`config.mk`:
```
export PLATFORM = sky130hd
export DESIGN_NAME = permutation_unrank_core
export DESIGN_NICKNAME = d
export VERILOG_FILES = /design/src/design/pu_pkg.sv /design/src/design/pu_cell.sv /design/src/design/permutation_unrank_core.sv
export SDC_FILE = /design/constraint.sdc
export NUM_CORES = 1
export LEC_CHECK = 0
export BUFFER_PORTS_ARGS = -buffer_cell sky130_fd_sc_hd__buf_4
export CAP_MARGIN = 10
export CORE_MARGIN = 4
export CORE_UTILIZATION = 45
export CTS_CLUSTER_SIZE = 16
export DETAILED_ROUTE_END_ITERATION = 10
export GPL_TIMING_DRIVEN = 0
export PLACE_DENSITY = 0.69
export RECOVER_POWER = 25
export SLEW_MARGIN = 0
export SYNTH_ARGS = -nofsm -noshare
export SYNTH_HDL_FRONTEND = slang
export SYNTH_SLANG_ARGS = --single-unit
```
`constraint.sdc`:
```
create_clock -name clk -period 47.8 [get_ports clk]
set_clock_uncertainty 0.05 [all_clocks]
set_input_delay 7.17 -clock clk [delete_from_list [all_inputs] [get_ports clk]]
set_output_delay 7.17 -clock clk [all_outputs]
set_load 0.02 [all_outputs]
```
`src/design/pu_pkg.sv`:
```
// Shared constants, types and helper functions of the permutation unrank core.
// Used by the cell and the top level; depends on nothing.
package pu_pkg;

	localparam int N_ELEMENTS = 9;
	localparam int MAX_ELEMS  = 10;
	localparam int POS_FIELDS = 9;
	localparam int RANK_W     = 19;
	localparam int ELEM_W     = 4;
	localparam int DIG_W      = 4;
	localparam int IDX_W      = (N_ELEMENTS > 1) ? $clog2(N_ELEMENTS) : 1;

	localparam int IN_TDATA_W  = ((RANK_W + 7) / 8) * 8;
	localparam int POS_W       = POS_FIELDS * ELEM_W;
	localparam int OUT_TDATA_W = ((POS_W + 7) / 8) * 8;
	localparam int IN_PAD_W    = IN_TDATA_W - RANK_W;
	localparam int OUT_PAD_W   = OUT_TDATA_W - POS_W;

	function automatic int fact(input int k);
		int f;
		f = 1;
		for (int i = 2; i <= MAX_ELEMS; i++) begin
			if (i <= k) begin
				f = f * i;
			end
		end
		return f;
	endfunction

	localparam int FACT_N = fact(N_ELEMENTS);
	localparam int THR_W  = $clog2(FACT_N + 1);
	localparam int CMP_W  = (THR_W > RANK_W) ? THR_W : RANK_W;

	typedef logic [POS_FIELDS-1:0][ELEM_W-1:0] pu_pos_t;

	// What travels from one cell to the next.
	typedef struct packed {
		logic [RANK_W-1:0]     rem;
		logic [N_ELEMENTS-1:0] used;
		pu_pos_t               pos;
		logic                  err;
	} pu_item_t;

endpackage

```
`src/design/pu_cell.sv`:
```
// One cell of the unrank chain: extracts one factorial digit and picks one element.
// Depends on pu_pkg.
module pu_cell
	import pu_pkg::*;
(
	input  logic             clk,
	input  logic             arst_n,
	input  logic             en,
	input  logic [IDX_W-1:0] cell_idx,
	input  logic             in_valid,
	input  pu_item_t         in_item,
	output logic             out_valid,
	output pu_item_t         out_item
);

	logic                               valid_q;
	pu_item_t                           item_q;
	pu_item_t                           nxt;
	logic [N_ELEMENTS-1:0]              ge;
	logic [N_ELEMENTS-1:0][CMP_W-1:0]   thr;
	logic [DIG_W-1:0]                   digit;
	logic [CMP_W-1:0]                   rem_ext;
	logic [CMP_W-1:0]                   sub;
	logic [ELEM_W-1:0]                  pick;
	logic [N_ELEMENTS-1:0]              pick_hot;
	logic [DIG_W-1:0]                   free_below;
	int                                 idx;

	// The digit is the number of multiples of the weight that fit in the
	// remaining rank. The multiples come from a constant table selected by
	// the cell index, so no factorial is computed in logic.
	always_comb begin
		idx     = int'(cell_idx);
		rem_ext = CMP_W'(in_item.rem);
		thr     = '0;
		for (int c = 0; c < N_ELEMENTS; c++) begin
			if (idx == c) begin
				for (int k = 1; k < N_ELEMENTS - c; k++) begin
					thr[k] = CMP_W'(k * fact(N_ELEMENTS - 1 - c));
				end
			end
		end
		ge = '0;
		for (int k = 1; k < N_ELEMENTS; k++) begin
			ge[k] = (k < N_ELEMENTS - idx) && (rem_ext >= thr[k]);
		end
		digit = DIG_W'($countones(ge));
		sub   = '0;
		for (int k = 1; k < N_ELEMENTS; k++) begin
			if (digit == DIG_W'(k)) begin
				sub = thr[k];
			end
		end
	end

	// Select the element that has exactly digit free elements below it.
	always_comb begin
		pick     = '0;
		pick_hot = '0;
		for (int j = 0; j < N_ELEMENTS; j++) begin
			free_below = '0;
			for (int m = 0; m < j; m++) begin
				if (!in_item.used[m]) begin
					free_below = free_below + DIG_W'(1);
				end
			end
			if (!in_item.used[j] && free_below == digit) begin
				pick        = ELEM_W'(j);
				pick_hot[j] = 1'b1;
			end
		end
	end

	always_comb begin
		nxt = in_item;
		if (!in_item.err) begin
			nxt.rem  = RANK_W'(rem_ext - sub);
			nxt.used = in_item.used | pick_hot;
			for (int p = 0; p < POS_FIELDS; p++) begin
				if (idx == p) begin
					nxt.pos[p] = pick;
				end
			end
		end
	end

	always_ff @(posedge clk or negedge arst_n) begin
		if (!arst_n) begin
			valid_q <= 1'b0;
		end else if (en) begin
			valid_q <= in_valid;
		end
	end

	always_ff @(posedge clk) begin
		if (en) begin
			item_q <= nxt;
		end
	end

	assign out_valid = valid_q;
	assign out_item  = item_q;

endmodule

```
`src/design/permutation_unrank_core.sv`:
```
// Structure: a chain of pu_cell registers from an accepted request to m_tvalid, one cell per position.
// Throughput: one request per cycle while the output is not stalled; the last cell is the output register, and
// while its result is not taken the whole chain of cells holds still.
// Reset: arst_n clears every cell's valid bit at once; the payload is not reset.
// Depends on pu_pkg and pu_cell.
module permutation_unrank_core
	import pu_pkg::*;
(
	input  logic                   clk,
	input  logic                   arst_n,
	input  logic                   s_tvalid,
	output logic                   s_tready,
	input  logic [IN_TDATA_W-1:0]  s_tdata,  // [18:0] rank
	output logic                   m_tvalid,
	input  logic                   m_tready,
	output logic [OUT_TDATA_W-1:0] m_tdata,  // pos_0 [3:0] up to pos_8 [35:32]
	output logic                   m_tuser   // [0] rank_error
);

	logic                en;
	logic [N_ELEMENTS:0] valid_c;
	pu_item_t            item_c [0:N_ELEMENTS];
	logic [RANK_W-1:0]   rank;

	assign rank = s_tdata[RANK_W-1:0];
	assign en   = !valid_c[N_ELEMENTS] || m_tready;

	always_comb begin
		item_c[0].rem  = rank;
		item_c[0].used = '0;
		item_c[0].pos  = '0;
		item_c[0].err  = CMP_W'(rank) >= CMP_W'(FACT_N);
	end
	assign valid_c[0] = s_tvalid;

	for (genvar k = 0; k < N_ELEMENTS; k++) begin : g_cell
		pu_cell u_cell (
			.clk       (clk),
			.arst_n    (arst_n),
			.en        (en),
			.cell_idx  (IDX_W'(k)),
			.in_valid  (valid_c[k]),
			.in_item   (item_c[k]),
			.out_valid (valid_c[k+1]),
			.out_item  (item_c[k+1])
		);
	end

	assign s_tready = en;
	assign m_tvalid = valid_c[N_ELEMENTS];
	assign m_tdata  = {{OUT_PAD_W{1'b0}}, item_c[N_ELEMENTS].pos};
	assign m_tuser  = item_c[N_ELEMENTS].err;

endmodule

```
Word-level counts from Yosys, hierarchy flattened
Cells that the tools add are included.
- word-level logic and storage cells: 806
- bits in read-only memories: 0
- output and inout port bits: 43
- register bits: 547
- bits in latches: 0
- input port bits: 28
- memories kept: 0
- RAM bits: 0
- eq/ne operators: 120
- reductions and logical operators: 161
- shift operators: 0
- add/subtract/negate cells: 92
- multipliers: 0
- multiplexer cells: 274
- bitwise operators: 7
- order comparisons: 37
- divide/modulo/power cells: 0
- operators by type and width (kind ; count):
    2-to-1 mux 64 bit ; 8
    2-to-1 mux 4 bit ; 65
    adder 4 x 1 -> 4 bit (second input constant) ; 48
    == test 4 bit ; 42
    2-to-1 mux 3 bit ; 44
    == test 4 x 3 -> 1 bit (second input constant) ; 28
    2-to-1 mux 1 bit ; 90
    zero test 1 bit ; 72
    logical AND 1 bit ; 71
    zero test 4 bit ; 16
    OR 9 bit ; 7
    >= comparator 19 x 12 -> 1 bit (second input constant) ; 3
    >= comparator 19 x 15 -> 1 bit (second input constant) ; 3
    >= comparator 19 x 18 -> 1 bit (second input constant) ; 3
    >= comparator 19 bit (second input constant) ; 3
    >= comparator 19 x 7 -> 1 bit (second input constant) ; 3
    == test 4 x 2 -> 1 bit (second input constant) ; 14
    2-to-1 mux 18 bit ; 3
    2-to-1 mux 13 bit ; 4
    2-to-1 mux 10 bit ; 5
    2-to-1 mux 7 bit ; 7
    2-to-1 mux 16 bit ; 3
    2-to-1 mux 15 bit ; 3
    2-to-1 mux 2 bit ; 20
    48 further kinds ; 126

Longest topological paths before layout
Gate-level depths: netlist of run 1.
- depth in word-level cells: 20
- mapped depth: 28
- gate-level depth less buffers: 26

Modules after synthesis
Synthesis of run 1 repeated with hierarchy kept, for this count alone.
- cell total of the unflattened synthesis: 8409
- area, all modules: 72594.6 um2
- by module, submodules not included (module ; area each (um2) ; times used ; sequential area each (um2) ; cells each):
    pu_cell at g_cell[1].u_cell ... ; 8047.7 ; 4 ; 1976.9 ; 926
    pu_cell at g_cell[5].u_cell ... ; 8070.2 ; 3 ; 1976.9 ; 940
    pu_cell at g_cell[8].u_cell ; 8121.5 ; 1 ; 1976.9 ; 925
    pu_cell at g_cell[0].u_cell ; 7993.9 ; 1 ; 1976.9 ; 948
    permutation_unrank_core ; 77.6 ; 1 ; 0.0 ; 12

Least setup slack after synthesis of run 1
OpenSTA, ideal clock, no wires.
- path type: input to output
- start point: input port m_tready
- end point: output port s_tready
- setup slack: 22298 ps
- data arrival time: 18282 ps
- data required time: 40580 ps
- path buffers: 1
- stages: 2
- cell sequence: nand2b_1 clkbuf_1
- word-level cells in the longest chain between the ends: 1
- RTL lines (what ; RTL line ; source):
    start: declaration ; permutation_unrank_core.sv:15 ; input logic m_tready,
    logical OR 1 bit ; permutation_unrank_core.sv:26 ; assign en = !valid_c[N_ELEMENTS] || m_tready;
    end: declaration ; permutation_unrank_core.sv:12 ; output logic s_tready,
No other way between the ends.

Worst setup path in the final report of run 1
Ends and elaborated chain as after synthesis.

==> run metrics, run 1 <==
CP delay by family, top buffers and inverters; I/O Pins 71; Critical Path AT 8.12 ns; Most common cell on crit path buf_4; Slew headroom 27.6%; Crit. End Element output pin; Max clock buf depth 3; worst hold endpoint g_cell[6].u_cell.out_item[14]; r2r setup slk 40.97 ns; setup tns final 0 ns; Final Critical Period around 15 ns; clock-pin transition on the worst setup and hold timing paths 0.06 ns; DR pass1 iterations 5; antenna violations before repair 0; Tcrit/Tclk final 32.1%; H-tree Lvls 2; Avg WL per Cell 14.9 um; cells along the critical path buf_4, nand2b_1, clkbuf_4, buf_16, buf_4; Crit Path Category in2out; Post-synth ARST share under 10%; postcts setup bufs 0; Final GP Congestion 0.915; Worst Path Max Fanout 65; sequential fraction of the synthesis area 47.4%; clk root buf clkbuf_16; overall global routing resource usage roughly 16%; largest net degree at the start of global routing 74; Final Setup Violations 0; vias in the first global route ~18000; RSZ-0062 raised after global routing no; Main synth FF type edfxtp_1; Vias per Instance 5.37; Post-synth EDFFs just under 400; Worst Hold Depth 0; TritonCTS clock tree built; slowest stage cell, crit path buf_16; Core Area 55400 um^2; f_max approximately 65 MHz; synthesized cell area 25400 um^2; number of routed nets with antenna violations 0; post-cts sizing count 0; Distinct cells, synth 103; port bufs 61; fraction of layout cells with a size suffix above 1 9.59%; hpwl dp 36.4 mm; Overflow after GRT 0; Worst EP required about 41 ns; Reg2Reg Depth 21; initial core utilization between 40% and 50%; DIE HEIGHT 245 um; DRC viols 0; 1st-iter DRT viols 1098; Fin. Hold Viols 0; Area Growth Syn to Fin 11.7%; row count 86; overall die width about 250 um; diode count 0; DRT Wirelength 48.3 mm; clk sinks 402; Max Cap Violations 0; min-delay worst type reg2reg; status completed; Syn Area/Cell 10.9 um^2; Worst-Skew Late Latency 0.57 ns; Syn Inst Count 2329; R2R Path End g_cell[2].u_cell.out_item[63]; crit-path max cell delay 0.31 ns; hold buffer count at CTS 0; crit path launch type input port; Critical R2R Launch g_cell[1].u_cell.out_item[61]; Die Area 60200 um^2; Worst Path Buf+Inv 4; YS warnings 0; routed vias 17300; first-pass GRT wire length around 81 mm; Hold Startpoint g_cell[5].u_cell.out_item[14]; fin. max-slew vios 0; clock buffer count from CTS 45; Worst Max-Slew Pin Slew 1.06 ns; layout net count 2634; synthesized flop and latch total 402
## final cells by class
class,count,area (um^2)
well taps,748,936
clock inverters,23,179
fillers,4885,27100
inverters,133,499
plain buffers,104,482
clock buffers,58,1190
repair buffers,69,647
flip-flops and latches,402,12000
multi-input cells,1693,12400
## cell usage after synthesis (all sizes together) (33+ instances only)
library cell    n  area (um^2)
a21oi          79          395
buf            34          204
clkbuf         69          269
edfxtp        393        11800
ha            138         1730
inv           131          492
nand2         164          616
nand2b         57          357
nand3          67          335
nor2          169          637
nor2b          49          307
nor3           67          335
o21ai         120          601
o21bai         33          248
o31ai          34          255
xnor2         187         1690
xor2          103          917
## worst max-delay path by stage
stage / startpoint / end / slack [ns] / cells after the start
6_report: m_tready / s_tready / 32.46 / 5
5_1_grt: m_tready / s_tready / 32.38 / 5
4_1_cts: m_tready / s_tready / 32.45 / 5
3_5_place_dp: m_tready / s_tready / 32.45 / 5
3_3_place_gp: m_tready / s_tready / 17.07 / 4
2_1_floorplan: m_tready / s_tready / 22.30 / 2
## layout by cell type (no fill, tap or decap), drive strengths merged, types with 8 or more instances in the layout
master / instances
a2111oi: 10
a211oi: 18
a21o: 20
a21oi: 79
a311oi: 16
a31oi: 18
and2: 15
and3: 15
buf: 98
clkbuf: 132
clkinv: 14
dfrtp: 9
edfxtp: 393
fa: 20
ha: 138
inv: 135
mux2: 21
mux2i: 17
nand2: 164
nand2b: 57
nand3: 67
nand3b: 15
nand4: 12
nor2: 169
nor2b: 49
nor3: 67
nor3b: 10
nor4: 23
nor4b: 9
o21ai: 120
o21bai: 33
o22ai: 8
o31ai: 34
or2: 22
or3: 30
or4: 10
xnor2: 187
xnor3: 9
xor2: 103
xor3: 11
## worst reg2reg max path, cell delays in order (launching register included)
cell      delay [ns]
edfxtp_1        0.43
or4_1           0.55
or3_1           0.37
nor2_1          0.31
o21ai_0         0.16
ha_1            0.32
fa_1            0.50
ha_1            0.24
fa_1            0.49
clkbuf_1        0.42
clkbuf_1        0.43
nand3_1         0.22
ha_1            0.31
nor2b_1         0.12
o21ai_0         0.20
a21oi_1         0.13
o21ai_0         0.25
a21oi_1         0.14
o21ai_0         0.27
a21oi_1         0.19
nor4b_1         0.37
xor2_1          0.11
## state kept, by name, summed over array words and instances, names as in the netlist
| register | flops |
|---|---|
| g_cell.u_cell.out_valid | 9 |
| g_cell.u_cell.out_item | 393 |
## metrics by stage
stage / cells / worst slack, ns / hold WS (ns) / utilization (%) / cell area, um^2
floorplan: 2332 / 22.30 / 0.350 / - / 25400
global placement: 3141 / 17.07 / 0.351 / 48.3 / 26800
detailed placement: 3148 / 32.45 / 0.355 / 48.6 / 27000
CTS: 3229 / 32.45 / 0.365 / 51.1 / 28300
global route: 3230 / 32.38 / 0.368 / 51.1 / 28300
finish: 3230 / 32.46 / 0.364 / 51.1 / 28300
## layer usage
layer / routed length (um) / share of wire (%) / up-vias / global-route usage, %
met4: 1570 / 3.3 / 0 / 5.84
met3: 1610 / 3.3 / 107 / 2.61
li1: - / - / 8669 / -
met5: 0 / 0 / - / 0
met2: 25700 / 53 / 286 / 30.5
met1: 19400 / 40 / 8275 / 17.5
## logic make-up (layout without fill, tap and decap cells)
| kind of cell | count (synthesis) | in the layout | synth area share (%) |
|---|---|---|---|
| xor gates and xnor gates | 310 | 310 | 12.1 |
| muxes | 39 | 39 | 1.69 |
| other | 1 | 4 | 0.0148 |
| AOI/OAI and AO/OA | 426 | 426 | 11.1 |
| adders and majority gates | 159 | 159 | 8.43 |
| buffers and inverters | 237 | 387 | 3.87 |
| DFF | 402 | 402 | 47.4 |
| and+or+nand+nor | 755 | 755 | 15.4 |
Power of run 1 is not shown: default switching activity piles up to over one toggle a cycle in this logic, so the estimate is an artifact.
==> run 2, diff against run 1 <==
--- a/config.mk
+++ b/config.mk
@@ -12,7 +12,7 @@
 export CTS_CLUSTER_SIZE = 16
 export DETAILED_ROUTE_END_ITERATION = 10
 export GPL_TIMING_DRIVEN = 0
-export PLACE_DENSITY = 0.69
+export PLACE_DENSITY = 0.71
 export RECOVER_POWER = 25
 export SLEW_MARGIN = 0
 export SYNTH_ARGS = -nofsm -noshare
==> constraint.sdc (replaced) <==
create_clock -name clk -period 13.3 [get_ports clk]
set_clock_uncertainty 0.05 [all_clocks]
set_input_delay 1.995 -clock clk [delete_from_list [all_inputs] [get_ports clk]]
set_output_delay 1.995 -clock clk [all_outputs]
set_load 0.02 [all_outputs]
==> run metrics, run 2 (same netlist as run 1, synthesis figures left out) <==
Die Area 60200 um^2 (unchanged); number of routed nets with antenna violations 0 (unchanged); crit path launch type input port; I/O Pins 71 (unchanged); setup tns final 0 ns (unchanged); Crit Path Category in2reg; Worst Path Max Fanout 8 (-88%); status finished with violations; Hold Startpoint g_cell[6].u_cell.out_item[23]; Reg2Reg Depth 21 (unchanged); port bufs 61 (unchanged); initial core utilization 45.8% (unchanged); Overflow after GRT 0 (unchanged); DRT Wirelength 48.9 mm (+1.3%); Final Critical Period 7.76 ns; post-cts sizing count 0 (unchanged); fin worst setup slack 5.54 ns (-26.91 ns); cells along the critical path buf_4, clkbuf_1, a311o_1, a2111oi_0, o21ai_0, ha_1, inv_1, fa_1, fa_1, fa_1, clkbuf_1, nand2b_1, nand2_1, nand2_1, ha_1, nor2b_1, o21ai_0, a21oi_1, o21ai_0, a21oi_1, a41o_1, o41a_1, xor2_1, mux2_2; first-pass GRT wire length 81.5 mm (+0.87%); Crit. End Element flop; Critical path origin s_tdata[10]; Avg WL per Cell 15.1 um (+1.4%); clk sinks 402 (unchanged); Place WS 4.97 ns (-27.47 ns); DRC viols 0 (unchanged); clock buffer count from CTS 45 (unchanged); overall die width 245 um (unchanged); most frequent cells in the layout edfxtp_1 (393), xnor2_1 (181), nor2_1 (168); DR pass1 iterations 5 (unchanged); diode count 0 (unchanged); Worst-Skew Late Latency 0.59 ns (+0.02 ns); fraction of layout cells with a size suffix above 1 9.44% (-0.15 points); failing checks capacitance limit, slew limit; clock-pin transition on the worst setup and hold timing paths 0.06 ns (about the same); RSZ-0062 raised after global routing no; Worst Path Buf+Inv 4 (unchanged); Slew headroom -175% (-200 points); Worst Max-Slew Pin Slew 4.12 ns (+3.06 ns); vias in the first global route 17400 (-0.54%); Area Growth Syn to Fin 11.7% (about the same); hpwl dp 36.1 mm (-0.64%); Critical R2R Launch g_cell[1].u_cell.out_item[62]; Vias per Instance 5.38 (+0.19%); Final Setup Violations 0 (unchanged); Max clock buf depth 3 (unchanged); layout net count 2630 (-0.15%); DIE HEIGHT 245 um (unchanged); fin. max-slew vios 74 (+74); Worst Hold Depth 0 (unchanged); Worst EP required 13.57 ns (-27.01 ns); Final GP Congestion 0.915 (about the same); Core Area 55400 um^2 (unchanged); hold buffer count at CTS 0 (unchanged); 1st-iter DRT viols 938 (-15%); crit-path max cell delay 0.49 ns (+0.18 ns); H-tree Lvls 2 (unchanged); WHS 0.352 ns (-0.0114 ns); Fillers 4879 (-0.12%); f_max approximately 130 MHz; routed vias 17300 (+0.069%); clk root buf clkbuf_16; largest net degree at the start of global routing 124 (+68%); slowest stage cell, crit path fa_1; TritonCTS clock tree built; commonest non-fill, non-tap cell in the layout edfxtp_1; Max Cap Violations 1 (+1); Fin. Hold Viols 0 (unchanged); max FFs per register 393 (unchanged); overall global routing resource usage 16.1% (+0.19 points); row count 86 (unchanged); min-delay worst type reg2reg; Critical Path AT 8.03 ns (-0.09 ns); CP delay by family, top compound AO/OA/AOI/OAI gates; postcts setup bufs 0 (unchanged); number of cells on the critical path 24 (+19); antenna violations before repair 0 (unchanged); Tcrit/Tclk final 58.3%
==> run 2: cell type report <==
class | instances | area, um^2 | area share [%]
sequential | 402 | 12000 | 42.5
timing repair buffer | 65 | 533 | 1.88
buffer | 104 | 483 | 1.71
inverter | 133 | 499 | 1.76
clock buffer | 50 | 1170 | 4.12
multi-input combinational | 1693 | 12400 | 43.6
clock inverter | 31 | 324 | 1.14
tap | 748 | 936 | 3.30
==> run 2: stage by stage <==
stage | cells | instance area [um^2] | utilization (%)
6_report | 3226 | 28300 | 51.1
3_3_place_gp | 3141 | 26800 | 48.3
4_1_cts | 3225 | 28300 | 51.2
3_5_place_dp | 3144 | 26900 | 48.5
2_1_floorplan | 2332 | 25400 | -
5_1_grt | 3226 | 28300 | 51.1
==> run 2: final timing paths <==
check	to	slack (ns)
worst max-delay path	g_cell[0].u_cell.out_item[64]	5.54
worst min-delay path	g_cell[7].u_cell.out_item[23]	0.35
worst max register to register	g_cell[2].u_cell.out_item[62]	6.51
worst min register to register	g_cell[7].u_cell.out_item[23]	0.35
max in group asynchronous	g_cell[2].u_cell.out_valid	11.59
min in group asynchronous	g_cell[5].u_cell.out_valid	1.30
==> run 2: per-layer routing <==
metal / wire [um] / GRT usage (%) / up-vias
met5: 0 / 0 / -
met4: 1710 / 6.42 / 0
met3: 1660 / 2.51 / 116
met2: 25900 / 30.5 / 339
met1: 19600 / 17.9 / 8233
li1: - / - / 8661
Power of run 2 is left out for the same reason.
